<file path="src/hdl/tdss_pkg.sv">
package tdss_pkg;

  localparam int unsigned CfgIdxW  = 3;
  localparam int unsigned CfgDataW = 16;

  typedef enum logic [CfgIdxW-1:0] {
    CFG_PREPARE_MINUTES      = 3'd0,
    CFG_CYCLE_TOTAL          = 3'd1,
    CFG_CYCLE_MINUTES        = 3'd2,
    CFG_RUN_MINUTES          = 3'd3,
    CFG_HEATER_SECONDS       = 3'd4,
    CFG_FAN_RELOAD_SECONDS   = 3'd5,
    CFG_LED_LEAD_SECONDS     = 3'd6,
    CFG_HEATER_FIRST_MINUTES = 3'd7
  } cfg_idx_e;

  localparam logic [9:0]  RstPrepareMinutes     = 10'd30;
  localparam logic [7:0]  RstCycleTotal         = 8'd12;
  localparam logic [9:0]  RstCycleMinutes       = 10'd60;
  localparam logic [9:0]  RstRunMinutes         = 10'd10;
  localparam logic [15:0] RstHeaterSeconds      = 16'd300;
  localparam logic [15:0] RstFanReloadSeconds   = 16'd300;
  localparam logic [15:0] RstLedLeadSeconds     = 16'd60;
  localparam logic [9:0]  RstHeaterFirstMinutes = 10'd5;

  localparam logic HeaterFirstState = 1'b1;
  localparam logic ShortFirstCycle  = 1'b1;

  localparam logic [5:0]  SecsPerMin = 6'd60;
  // floor(x * Div60Recip / 2^Div60Shift) equals x / 60 for every x below 2^16.
  localparam logic [15:0] Div60Recip = 16'd34953;
  localparam int unsigned Div60Shift = 21;
  localparam logic [7:0]  HoursMax   = 8'd255;
  // Any sum at or above this gives a quotient of at least 255.
  localparam logic [18:0] HoursSatSum = 19'd15300;

  typedef struct packed {
    logic [9:0]  prepare_minutes;
    logic [7:0]  cycle_total;
    logic [9:0]  cycle_minutes;
    logic [9:0]  run_minutes;
    logic [15:0] heater_seconds;
    logic [15:0] fan_reload_seconds;
    logic [15:0] led_lead_seconds;
    logic [9:0]  heater_first_minutes;
  } cfg_t;

  typedef struct packed {
    logic        fan_on;
    logic        heater_on;
    logic        led_on;
    logic        power_off_request;
    logic        waiting;
    logic [7:0]  cycles_left;
    logic [15:0] cycle_left;
  } snap_t;

  typedef struct packed {
    logic       fan_on;
    logic       heater_on;
    logic       led_on;
    logic       power_off_request;
    logic [7:0] hours_left;
  } result_t;

endpackage

</file>
<file path="src/hdl/tdss_if.sv">
interface tdss_req_if;
  logic valid;
  logic ready;
  logic start_req;
  logic tick_level;
  logic hold;

  modport source (output valid, output start_req, output tick_level, output hold,
                  input ready);
  modport sink (input valid, input start_req, input tick_level, input hold,
                output ready);
endinterface

interface tdss_rsp_if;
  logic       valid;
  logic       ready;
  logic       fan_on;
  logic       heater_on;
  logic       led_on;
  logic       power_off_request;
  logic [7:0] hours_left;

  modport source (output valid, output fan_on, output heater_on, output led_on,
                  output power_off_request, output hours_left, input ready);
  modport sink (input valid, input fan_on, input heater_on, input led_on,
                input power_off_request, input hours_left, output ready);
endinterface

</file>
<file path="src/hdl/tdss_cfg.sv">
module tdss_cfg import tdss_pkg::*; (
  input  logic                clk_i,
  input  logic                rst_ni,
  input  logic                cfg_we_i,
  input  logic [CfgIdxW-1:0]  cfg_idx_i,
  input  logic [CfgDataW-1:0] cfg_data_i,
  output cfg_t                cfg_o
);

  cfg_t cfg_q;

  always_ff @(posedge clk_i or negedge rst_ni) begin
    if (!rst_ni) begin
      cfg_q.prepare_minutes      <= RstPrepareMinutes;
      cfg_q.cycle_total          <= RstCycleTotal;
      cfg_q.cycle_minutes        <= RstCycleMinutes;
      cfg_q.run_minutes          <= RstRunMinutes;
      cfg_q.heater_seconds       <= RstHeaterSeconds;
      cfg_q.fan_reload_seconds   <= RstFanReloadSeconds;
      cfg_q.led_lead_seconds     <= RstLedLeadSeconds;
      cfg_q.heater_first_minutes <= RstHeaterFirstMinutes;
    end else if (cfg_we_i) begin
      case (cfg_idx_e'(cfg_idx_i))
        CFG_PREPARE_MINUTES:      cfg_q.prepare_minutes      <= cfg_data_i[9:0];
        CFG_CYCLE_TOTAL:          cfg_q.cycle_total          <= cfg_data_i[7:0];
        CFG_CYCLE_MINUTES:        cfg_q.cycle_minutes        <= cfg_data_i[9:0];
        CFG_RUN_MINUTES:          cfg_q.run_minutes          <= cfg_data_i[9:0];
        CFG_HEATER_SECONDS:       cfg_q.heater_seconds       <= cfg_data_i;
        CFG_FAN_RELOAD_SECONDS:   cfg_q.fan_reload_seconds   <= cfg_data_i;
        CFG_LED_LEAD_SECONDS:     cfg_q.led_lead_seconds     <= cfg_data_i;
        CFG_HEATER_FIRST_MINUTES: cfg_q.heater_first_minutes <= cfg_data_i[9:0];
        default: begin
        end
      endcase
    end
  end

  assign cfg_o = cfg_q;

endmodule

</file>
<file path="src/hdl/tdss_core.sv">
module tdss_core import tdss_pkg::*; (
  input  logic  clk_i,
  input  logic  rst_ni,
  input  logic  step_i,
  input  logic  start_req_i,
  input  logic  tick_level_i,
  input  logic  hold_i,
  input  cfg_t  cfg_i,
  output snap_t snap_o
);

  typedef struct packed {
    logic        waiting;
    logic        saving;
    logic        reload_pending;
    logic        fan_flag;
    logic        heater_flag;
    logic        led_flag;
    logic        last_tick;
    logic [7:0]  cycles_left;
    logic [15:0] prepare_left;
    logic [15:0] cycle_left;
    logic [15:0] idle_left;
    logic [15:0] run_left;
    logic [15:0] heater_left;
    logic [15:0] fan_left;
  } core_state_t;

  function automatic logic [15:0] mins16(input logic [15:0] m);
    logic [21:0] p;
    p = 22'(m) * 22'(SecsPerMin);
    return p[15:0];
  endfunction

  function automatic logic [15:0] dec16(input logic [15:0] v);
    return (v != 16'd0) ? v - 16'd1 : 16'd0;
  endfunction

  core_state_t st_q, st_d;
  snap_t       snap_q, snap_d;
  logic        power_off;
  logic [15:0] prep_mins, cyc_mins, run_mins, first_mins;

  assign prep_mins  = 16'(cfg_i.prepare_minutes);
  assign cyc_mins   = 16'(cfg_i.cycle_minutes);
  assign run_mins   = 16'(cfg_i.run_minutes);
  assign first_mins = 16'(cfg_i.heater_first_minutes);

  always_comb begin
    st_d      = st_q;
    power_off = 1'b0;
    if (start_req_i) begin
      st_d.prepare_left = mins16(prep_mins);
      st_d.cycles_left  = cfg_i.cycle_total;
      st_d.cycle_left   = 16'd0;
      st_d.idle_left    = 16'd0;
      st_d.waiting      = 1'b1;
    end
    if (st_d.reload_pending) begin
      st_d.reload_pending = 1'b0;
      if (ShortFirstCycle && cfg_i.cycle_total != 8'd0 &&
          st_d.cycles_left == cfg_i.cycle_total - 8'd1) begin
        st_d.cycle_left = mins16(cyc_mins - prep_mins);
        st_d.idle_left  = mins16(cyc_mins - prep_mins - run_mins);
      end else begin
        st_d.cycle_left = mins16(cyc_mins);
        st_d.idle_left  = mins16(cyc_mins - run_mins);
      end
      st_d.saving      = 1'b1;
      st_d.fan_flag    = 1'b0;
      st_d.led_flag    = 1'b0;
      st_d.heater_flag = 1'b0;
    end
    if (!hold_i) begin
      if (tick_level_i != st_d.last_tick) begin
        st_d.last_tick    = tick_level_i;
        st_d.prepare_left = dec16(st_d.prepare_left);
        st_d.cycle_left   = dec16(st_d.cycle_left);
        st_d.run_left     = dec16(st_d.run_left);
        st_d.idle_left    = dec16(st_d.idle_left);
        st_d.heater_left  = dec16(st_d.heater_left);
        st_d.fan_left     = dec16(st_d.fan_left);
      end
      if (st_d.waiting) begin
        st_d.fan_flag = 1'b1;
        st_d.led_flag = 1'b1;
        if (st_d.prepare_left >= mins16(prep_mins - first_mins)) begin
          st_d.heater_flag = HeaterFirstState;
        end else begin
          st_d.heater_flag = !HeaterFirstState;
        end
        if (st_d.prepare_left == 16'd0) begin
          st_d.waiting    = 1'b0;
          st_d.cycle_left = 16'd0;
          st_d.idle_left  = 16'd0;
        end
      end else if (st_d.cycle_left == 16'd0) begin
        st_d.reload_pending = 1'b1;
        if (st_d.cycles_left != 8'd0) begin
          st_d.cycles_left = st_d.cycles_left - 8'd1;
        end else begin
          power_off = 1'b1;
        end
      end else begin
        if (st_d.saving && st_d.idle_left == 16'd0) begin
          st_d.saving      = 1'b0;
          st_d.fan_flag    = 1'b1;
          st_d.heater_flag = 1'b1;
          st_d.led_flag    = 1'b0;
          st_d.run_left    = mins16(run_mins);
          st_d.heater_left = cfg_i.heater_seconds;
        end
        if (st_d.fan_flag) begin
          if (cfg_i.led_lead_seconds > st_d.run_left) begin
            st_d.led_flag = 1'b1;
          end
          if (st_d.heater_flag) begin
            if (st_d.heater_left == 16'd0) begin
              st_d.heater_flag = 1'b0;
              st_d.fan_left    = cfg_i.fan_reload_seconds;
            end else if (st_d.fan_left == 16'd0) begin
              st_d.heater_flag = 1'b1;
              st_d.fan_left    = cfg_i.heater_seconds;
            end
          end
        end
      end
    end
    snap_d.fan_on            = !hold_i && st_d.fan_flag;
    snap_d.heater_on         = !hold_i && st_d.heater_flag;
    snap_d.led_on            = !hold_i && st_d.led_flag;
    snap_d.power_off_request = power_off;
    snap_d.waiting           = st_d.waiting;
    snap_d.cycles_left       = st_d.cycles_left;
    snap_d.cycle_left        = st_d.cycle_left;
  end

  always_ff @(posedge clk_i or negedge rst_ni) begin
    if (!rst_ni) begin
      st_q <= '0;
    end else if (step_i) begin
      st_q <= st_d;
    end
  end

  always_ff @(posedge clk_i) begin
    if (step_i) begin
      snap_q <= snap_d;
    end
  end

  assign snap_o = snap_q;

endmodule

</file>
<file path="src/hdl/tdss_hours.sv">
module tdss_hours import tdss_pkg::*; (
  input  logic       clk_i,
  input  logic       mul_en_i,
  input  logic       fin_en_i,
  input  snap_t      snap_i,
  input  logic [9:0] cycle_minutes_i,
  output result_t    result_o
);

  logic [17:0] prod_q;
  logic [10:0] cdiv_q;
  logic        waiting_q, nz_q;
  logic [3:0]  flags_q;
  logic [31:0] cdiv_full;
  logic [18:0] sum;
  logic [29:0] qdiv_full;
  logic [7:0]  qsat;
  logic [7:0]  hours;
  result_t     result_q;

  assign cdiv_full = 32'(snap_i.cycle_left) * 32'(Div60Recip);

  always_ff @(posedge clk_i) begin
    if (mul_en_i) begin
      prod_q    <= 18'(snap_i.cycles_left) * 18'(cycle_minutes_i);
      cdiv_q    <= cdiv_full[Div60Shift +: 11];
      waiting_q <= snap_i.waiting;
      nz_q      <= snap_i.cycles_left != 8'd0;
      flags_q   <= {snap_i.fan_on, snap_i.heater_on, snap_i.led_on,
                    snap_i.power_off_request};
    end
  end

  always_comb begin
    sum       = 19'(prod_q) + (waiting_q ? 19'd0 : 19'(cdiv_q));
    qdiv_full = 30'(sum[13:0]) * 30'(Div60Recip);
    qsat      = (sum >= HoursSatSum) ? HoursMax : qdiv_full[Div60Shift +: 8];
    if (waiting_q) begin
      hours = qsat;
    end else if (nz_q) begin
      hours = (qsat == HoursMax) ? HoursMax : qsat + 8'd1;
    end else begin
      hours = 8'd1;
    end
  end

  always_ff @(posedge clk_i) begin
    if (fin_en_i) begin
      result_q.fan_on            <= flags_q[3];
      result_q.heater_on         <= flags_q[2];
      result_q.led_on            <= flags_q[1];
      result_q.power_off_request <= flags_q[0];
      result_q.hours_left        <= hours;
    end
  end

  assign result_o = result_q;

endmodule

</file>
<file path="src/hdl/timed_dry_storage_sequencer.sv">
// A request accepted at the input passes through the four pipeline registers (input, sequencer,
// hours product, result) in order. Throughput: one request per cycle while the result side
// takes one per cycle.
// Reset clears the sequencing state and pipeline valids and loads the register defaults.
module timed_dry_storage_sequencer import tdss_pkg::*; (
  input  logic                clk_i,
  input  logic                rst_ni,
  input  logic                cfg_we_i,
  input  logic [CfgIdxW-1:0]  cfg_idx_i,
  input  logic [CfgDataW-1:0] cfg_data_i,
  tdss_req_if.sink            req_i,
  tdss_rsp_if.source          rsp_o
);

  cfg_t    cfg;
  snap_t   snap;
  result_t result;

  logic in_v_q, core_v_q, mul_v_q, out_v_q;
  logic out_rdy, mul_rdy, core_rdy, in_rdy;
  logic start_q, tick_q, hold_q;

  assign out_rdy  = !out_v_q || rsp_o.ready;
  assign mul_rdy  = !mul_v_q || out_rdy;
  assign core_rdy = !core_v_q || mul_rdy;
  assign in_rdy   = !in_v_q || core_rdy;

  always_ff @(posedge clk_i or negedge rst_ni) begin
    if (!rst_ni) begin
      in_v_q   <= 1'b0;
      core_v_q <= 1'b0;
      mul_v_q  <= 1'b0;
      out_v_q  <= 1'b0;
    end else begin
      if (in_rdy)   in_v_q   <= req_i.valid;
      if (core_rdy) core_v_q <= in_v_q;
      if (mul_rdy)  mul_v_q  <= core_v_q;
      if (out_rdy)  out_v_q  <= mul_v_q;
    end
  end

  always_ff @(posedge clk_i) begin
    if (in_rdy && req_i.valid) begin
      start_q <= req_i.start_req;
      tick_q  <= req_i.tick_level;
      hold_q  <= req_i.hold;
    end
  end

  tdss_cfg u_cfg (
    .clk_i      (clk_i),
    .rst_ni     (rst_ni),
    .cfg_we_i   (cfg_we_i),
    .cfg_idx_i  (cfg_idx_i),
    .cfg_data_i (cfg_data_i),
    .cfg_o      (cfg)
  );

  tdss_core u_core (
    .clk_i        (clk_i),
    .rst_ni       (rst_ni),
    .step_i       (in_v_q && core_rdy),
    .start_req_i  (start_q),
    .tick_level_i (tick_q),
    .hold_i       (hold_q),
    .cfg_i        (cfg),
    .snap_o       (snap)
  );

  tdss_hours u_hours (
    .clk_i           (clk_i),
    .mul_en_i        (core_v_q && mul_rdy),
    .fin_en_i        (mul_v_q && out_rdy),
    .snap_i          (snap),
    .cycle_minutes_i (cfg.cycle_minutes),
    .result_o        (result)
  );

  assign req_i.ready             = in_rdy;
  assign rsp_o.valid             = out_v_q;
  assign rsp_o.fan_on            = result.fan_on;
  assign rsp_o.heater_on         = result.heater_on;
  assign rsp_o.led_on            = result.led_on;
  assign rsp_o.power_off_request = result.power_off_request;
  assign rsp_o.hours_left        = result.hours_left;

endmodule

</file>
<file path="src/flat_wrapper.sv">
// flat-port wrapper written by rule: the top's interface ports become plain ports
module timed_dry_storage_sequencer_flat import tdss_pkg::*;
  (clk_i, rst_ni, cfg_we_i, cfg_idx_i, cfg_data_i, req_i_valid, req_i_start_req, req_i_tick_level, req_i_hold, req_i_ready, rsp_o_valid, rsp_o_fan_on, rsp_o_heater_on, rsp_o_led_on, rsp_o_power_off_request, rsp_o_hours_left, rsp_o_ready);
  tdss_req_if req_i_i ();
  tdss_rsp_if rsp_o_i ();
  input  logic clk_i;
  input  logic rst_ni;
  input  logic cfg_we_i;
  input  logic [CfgIdxW-1:0] cfg_idx_i;
  input  logic [CfgDataW-1:0] cfg_data_i;
  input wire logic [$bits(req_i_i.valid)-1:0] req_i_valid;
  input wire logic [$bits(req_i_i.start_req)-1:0] req_i_start_req;
  input wire logic [$bits(req_i_i.tick_level)-1:0] req_i_tick_level;
  input wire logic [$bits(req_i_i.hold)-1:0] req_i_hold;
  output wire logic [$bits(req_i_i.ready)-1:0] req_i_ready;
  output wire logic [$bits(rsp_o_i.valid)-1:0] rsp_o_valid;
  output wire logic [$bits(rsp_o_i.fan_on)-1:0] rsp_o_fan_on;
  output wire logic [$bits(rsp_o_i.heater_on)-1:0] rsp_o_heater_on;
  output wire logic [$bits(rsp_o_i.led_on)-1:0] rsp_o_led_on;
  output wire logic [$bits(rsp_o_i.power_off_request)-1:0] rsp_o_power_off_request;
  output wire logic [$bits(rsp_o_i.hours_left)-1:0] rsp_o_hours_left;
  input wire logic [$bits(rsp_o_i.ready)-1:0] rsp_o_ready;
  assign req_i_i.valid = req_i_valid;
  assign req_i_i.start_req = req_i_start_req;
  assign req_i_i.tick_level = req_i_tick_level;
  assign req_i_i.hold = req_i_hold;
  assign req_i_ready = req_i_i.ready;
  assign rsp_o_valid = rsp_o_i.valid;
  assign rsp_o_fan_on = rsp_o_i.fan_on;
  assign rsp_o_heater_on = rsp_o_i.heater_on;
  assign rsp_o_led_on = rsp_o_i.led_on;
  assign rsp_o_power_off_request = rsp_o_i.power_off_request;
  assign rsp_o_hours_left = rsp_o_i.hours_left;
  assign rsp_o_i.ready = rsp_o_ready;
  timed_dry_storage_sequencer u_core (.clk_i(clk_i), .rst_ni(rst_ni), .cfg_we_i(cfg_we_i), .cfg_idx_i(cfg_idx_i), .cfg_data_i(cfg_data_i), .req_i(req_i_i), .rsp_o(rsp_o_i));
endmodule
</file>
<file path="config.mk">
export PLATFORM = sky130hd
export DESIGN_NAME = timed_dry_storage_sequencer_flat
export DESIGN_NICKNAME = d
export VERILOG_FILES = /design/src/hdl/tdss_pkg.sv /design/src/hdl/tdss_if.sv /design/src/hdl/tdss_cfg.sv /design/src/hdl/tdss_core.sv /design/src/hdl/tdss_hours.sv /design/src/hdl/timed_dry_storage_sequencer.sv /design/src/flat_wrapper.sv
export SDC_FILE = /design/constraint.sdc
export NUM_CORES = 2
export LEC_CHECK = 0
export CAP_MARGIN = 20
export CORE_MARGIN = 1
export CORE_UTILIZATION = 55
export CTS_CLUSTER_DIAMETER = 50
export DETAILED_ROUTE_END_ITERATION = 10
export DONT_BUFFER_PORTS = 1
export GPL_ROUTABILITY_DRIVEN = 1
export PLACE_DENSITY = 0.71
export REMOVE_ABC_BUFFERS = 1
export SLEW_MARGIN = 25
export SYNTH_ARGS = -nofsm -noshare
export SYNTH_HDL_FRONTEND = slang
export SYNTH_SLANG_ARGS = --single-unit
</file>
<file path="constraint.sdc">
create_clock -name clk_i -period 22.6 [get_ports clk_i]
set_input_delay 0 -clock clk_i [delete_from_list [all_inputs] [get_ports clk_i]]
set_output_delay 0 -clock clk_i [all_outputs]
set_load 0.1 [all_outputs]
</file>
### After elaboration in Yosys (flattened, before gate mapping)

Index checks and enable logic that the tools add are counted.

* bits in registers: 290
* input port bits: 27
* output and inout port bits: 14
* logic and storage cells: 182

* $add $sub $neg: 14
* multipliers: 10
* order comparisons: 3
* eq/ne operators: 10
* muxes and demuxes: 53
* bitwise gates (word level): 2
* reductions and logical operators: 44

Operator list (number)
* two-way mux 32 bit: 8
* two-way mux 96 bit: 2
* two-way mux 16 bit: 10
* two-way mux 111 bit: 1
* two-way mux 48 bit: 2
* nonzero test 16 bit: 6
* subtractor 16 x 1 -> 16 bit (second input constant): 6
* zero test 16 bit: 5
* multiplier 16 x 4 -> 14 bit (second input constant): 4
* two-way mux 56 bit: 1
* two-way mux 8 bit: 7
* multiplier 10 x 4 -> 14 bit (second input constant): 3
* subtractor 10 x 10 -> 11 bit: 3
* multiplier 16 x 16 -> 32 bit (second input constant): 1
* multiplier 14 x 16 -> 29 bit (second input constant): 1
* nonzero test 8 bit: 3
* adder 18 x 11 -> 19 bit: 1
* greater-or-equal comparator 19 x 14 -> 1 bit (second input constant): 1
* multiplier 8 x 10 -> 18 bit: 1
* two-way mux 3 bit: 6
* AND reduction 2 bit: 9
* greater-or-equal comparator 16 bit: 1
* > comparator 16 bit: 1
* subtractor 8 x 1 -> 8 bit (second input constant): 2
* other kinds (19): 51

### Depth between registers and ports, before layout

* depth after elaboration: 24
* mapped depth: 52
* mapped depth without buffers: 49

### Hierarchy

From an unflattened synthesis, not the netlist that was laid out.

* cells, all modules: 3426
* area, all modules: 31863.1 µm²

Modules (own cells, without submodules)
* tdss_core: instances 1, cells each 2220, area each 18565.3 µm², seq. area each 3248.1 µm²
* tdss_hours: instances 1, cells each 975, area each 9258.9 µm², seq. area each 1411.4 µm²
* tdss_cfg: instances 1, cells each 212, area each 3764.9 µm², seq. area each 2434.8 µm²
* timed_dry_storage_sequencer: instances 1, cells each 19, area each 274.0 µm², seq. area each 190.2 µm²

### Worst setup path before layout

No wires, ideal clock.

* path kind: register to register
* start point: register u_core.u_cfg.cfg_q, in the netlist u_core.u_cfg.cfg_o[87]
* end point: register u_core.u_core.snap_q, in the netlist u_core.u_core.snap_o[26], data pin
* library setup time: 254 ps
* arrival time: 8857 ps
* required time: 22346 ps
* setup slack: 13489 ps
* stages on the path, launching flop included: 49
* buffers on the path: 2
* clock period less this slack: 9111 ps
* path through: dfstp_2 inv_1 ha_1 a21o_1 a21o_1 a21o_1 a21o_1 a21o_1 a21o_1 xor2_1 ha_1 a21oi_1 o21ai_0 nand2_1 xnor2_1 inv_1 xnor2_1 ha_1 (+13 left out) buf_2 buf_2 or2_2 ha_1 nor2b_1 o21ai_0 nand2b_1 a21oi_1 nor2b_1 o21ai_0 nand2b_1 a21oi_1 nor2b_1 o21ai_0 o211ai_1 nand3_1 o21ai_0 o21a_1

RTL lines
* start, declared: RTL line tdss_cfg.sv:10 `cfg_t cfg_q;`
* end signal, assigned: RTL line tdss_core.sv:148 `snap_q <= snap_d;`
* end, declared: RTL line tdss_core.sv:40 `snap_t snap_q, snap_d;`

==> summary.txt <==
Layout
  – Fin area: 0.03356 sq mm
  – Area occupied by multi-input gates: 0.02210 sq mm
  – Fin nets: 4,061
  – Reg area: 0.006879 sq mm
  – Area Growth Syn to Fin: 8.671%
  – Fill cell count: 4,762
  – Fraction of layout cells with a size suffix above 1: 7.504%

STA
  – Final hold vios: 0
  – Final setup vio count: 0
  – Worst Skew: 0.01928 ns
  – Final worst path period need: 10.37 ns
  – Worst slew margin: 35.80%
  – Fin crit share: 45.89%
  – Unrepaired setup endpoints after global routing: no
  – Least-Margin Pin Slew: 0.9588 ns
  – Setup TNS: 0 ns
  – FMAX: 96.43 MHz
  – Max-slew violations: 0

Placed design
  – Port Buf Inserts: 0
  – Placement Cell Area: 0.03162 sq mm
  – Placer Congestion: 0.9276
  – DP HPWL: 60,860 um

Floorplanning
  – I/O Pins: 41
  – Core Box Area: 0.05531 sq mm
  – Row count: 86
  – Die extent in y: 238.9 um
  – Width of the die: 238.9 um
  – Initial core utilization: 55.83%
  – Die area: 0.05709 sq mm

Logic synthesis
  – Most frequent cells after synthesis: ha_1, inv_1, nand2_1, fa_1, nor2_1
  – Synth area leaders: ha_1, fa_1, dfrtp_1, edfxtp_1, inv_1
  – Share of the synthesized area in the top cell type: 16.98%
  – Count leader, synth: ha_1
  – Post-synth ARST share: 69.38%
  – Post-synth top flop: dfrtp_1
  – Mapped Area: 0.03088 sq mm
  – Post-Synth Simple-Gate Area: 15.31%
  – Syn Inst Count: 3,389
  – Distinct cell type count of the synthesized netlist: 107
  – FF+latch count, synth: 258
  – Yosys top cell by area: ha_1
  – YS warnings: 0
  – Post-Synth Adder-Cell Area: 30.63%
  – Post-synthesis compound-gate area fraction: 15.28%
  – Mux cell area share after synthesis: 4.862%
  – Sequential fraction of the synthesis area: 22.28%
  – Largest family of logic cells by synthesized area: adder cells
  – Syn Area/Cell: 9.111 sq um
  – Number of synthesized flops with an enable pin: 79
  – Xor and xnor area share after synthesis: 5.276%

Outcome
  – Status: complete, no violations

Clocking
  – Post-cts hold buffer count: 47
  – # clock sinks: 258
  – H-tree depth: 2
  – Clk slew on worst S/H paths: 0.06 ns
  – Longest Clk Path Bufs: 3
  – Skew-Pair Late Insertion Delay: 0.57 ns
  – Inserted Clock Buffers: 41
  – Cells resized by post-CTS repair: 0
  – TritonCTS clock tree: yes
  – Post-CTS Setup Repair Bufs: 0
  – Root buf cell: clkbuf_16

Global routing
  – Global route overflow: 0
  – Vias in the first global route: 25,340
  – Initial antenna violation count: 4
  – Gr usage total: 28.07%
  – Largest net degree at the start of global routing: 180
  – First-pass GRT wire length: 128,500 um

Detailed routing
  – DRC: 0
  – Initial DRC Count: 1,836
  – Wire per inst: 18.78 um
  – Routed Antenna Nets: 0
  – Total Routed Length: 78,690 um
  – TritonRoute pass-1 iters: 6
  – Vias per Instance: 5.946
  – Via count: 24,920

Worst setup path
  – Crit end category: flop
  – Setup CP Type: reg -> reg
  – Critical Path AT: 10.68 ns
  – Critical path fanouts, max: 29
  – Critical Path RT: 22.91 ns
  – CP max stage cell: dfrtp_1
  – Slowest stage delay, CP: 0.74 ns
  – Critical path's most frequent cell: a21o_1
  – Critical Path Source Type: flop

Hold path
  – Hold Path Class: in -> reg

Flow run
  – Maxcap violations: 0
stage by stage:
step,worst slack [ns],hold WS [ns],utilization (%),std cells
3_5_place_dp,12.35,-0.2913,57.18,4060
5_1_grt,11.44,0.05900,60.65,4187
3_3_place_gp,12.58,-0.2910,57.16,4060
4_1_cts,12.28,0.02768,60.54,4183
6_report,12.23,0.06692,60.67,4191
2_1_floorplan,12.66,-0.2956,-,3286
logic make-up after synthesis:
logic type	Yosys count
multiplexers	140
flip-flops	258
AND/OR/NAND/NOR	943
XOR/XNOR	186
AO/OA/AOI/OAI	721
adder cells (fa/ha/maj)	630
buffers and inverters	511
final timing paths:
| path | start | to | slack [ns] | cells after the start |
|---|---|---|---|---|
| hold reg to reg | u_core.u_hours.flags_q[2] | u_core.u_hours.result_o[10] | 0.42 | 0 |
| setup / recovery | u_core.u_cfg.cfg_o[69] | u_core.u_core.snap_o[26] | 12.23 | 46 |
| hold / removal | req_i_tick_level | u_core.tick_q | 0.07 | 1 |
| max in group asynchronous | rst_ni | u_core.u_core.st_q[50] | 21.06 | 4 |
| min in group asynchronous | rst_ni | u_core.u_core.st_q[45] | 0.56 | 3 |
| setup reg to reg | u_core.u_cfg.cfg_o[69] | u_core.u_core.snap_o[26] | 12.23 | 46 |
state kept, by name (all words and copies together), names as in the netlist:
signal                    count
u_core.tick_q                 1
u_core.u_hours.result_o      12
u_core.u_hours.cdiv_q        11
u_core.u_hours.nz_q           1
u_core.u_cfg.cfg_o           80
u_core.start_q                1
u_core.core_v_q               1
u_core.u_core.snap_o         29
u_core.rsp_o.valid            1
u_core.mul_v_q                1
u_core.u_hours.prod_q        18
u_core.u_core.st_q           95
u_core.in_v_q                 1
u_core.u_hours.flags_q        4
u_core.hold_q                 1
u_core.u_hours.waiting_q      1
placed cells by master (no fill, tap or decap), types with 57 or more instances in the layout:
cell,instances
dfrtp_1,157
mux2i_1,60
xor2_1,62
nand2_1,289
xnor2_1,122
nor3_1,60
ha_1,419
nand3_1,57
mux2_2,80
a21o_1,65
inv_1,405
a21oi_1,173
edfxtp_1,79
o21ai_0,160
and2_1,73
fa_1,210
nor2_1,186
cell type report:
cell class | count | area share, %
diodes | 5 | 0.03729
clock buffers | 49 | 3.367
clock inverters | 27 | 0.7271
inverters | 408 | 4.564
multi-input cells | 2620 | 65.85
flip-flops and latches | 258 | 20.50
well taps | 748 | 2.789
repair buffers | 76 | 2.163
critical path, delay by kind of cell (launching register included):
| family | cells | cell delay (ns) |
|---|---|---|
| compound gates | 21 | 3.99 |
| fa+ha+maj | 6 | 2.19 |
| simple gates | 11 | 1.54 |
| xor+xnor | 3 | 0.90 |
| flops | 1 | 0.74 |
| buf+inv | 4 | 0.56 |
| mux | 1 | 0.13 |
metal layers:
layer  part of all wire (%)  wire (um)  vias up  global-route usage, %
li1                       -          -    11910                      -
met2                     47      37190      765                  46.83
met1                     42      33370    12040                  35.57
met5                  0.052         41        -                      0
met3                    6.0       4713      196                  4.711
met4                    4.3       3374        6                  12.80
Power is not shown: default switching activity piles up to over one toggle a cycle in this logic, so the estimate is an artifact.
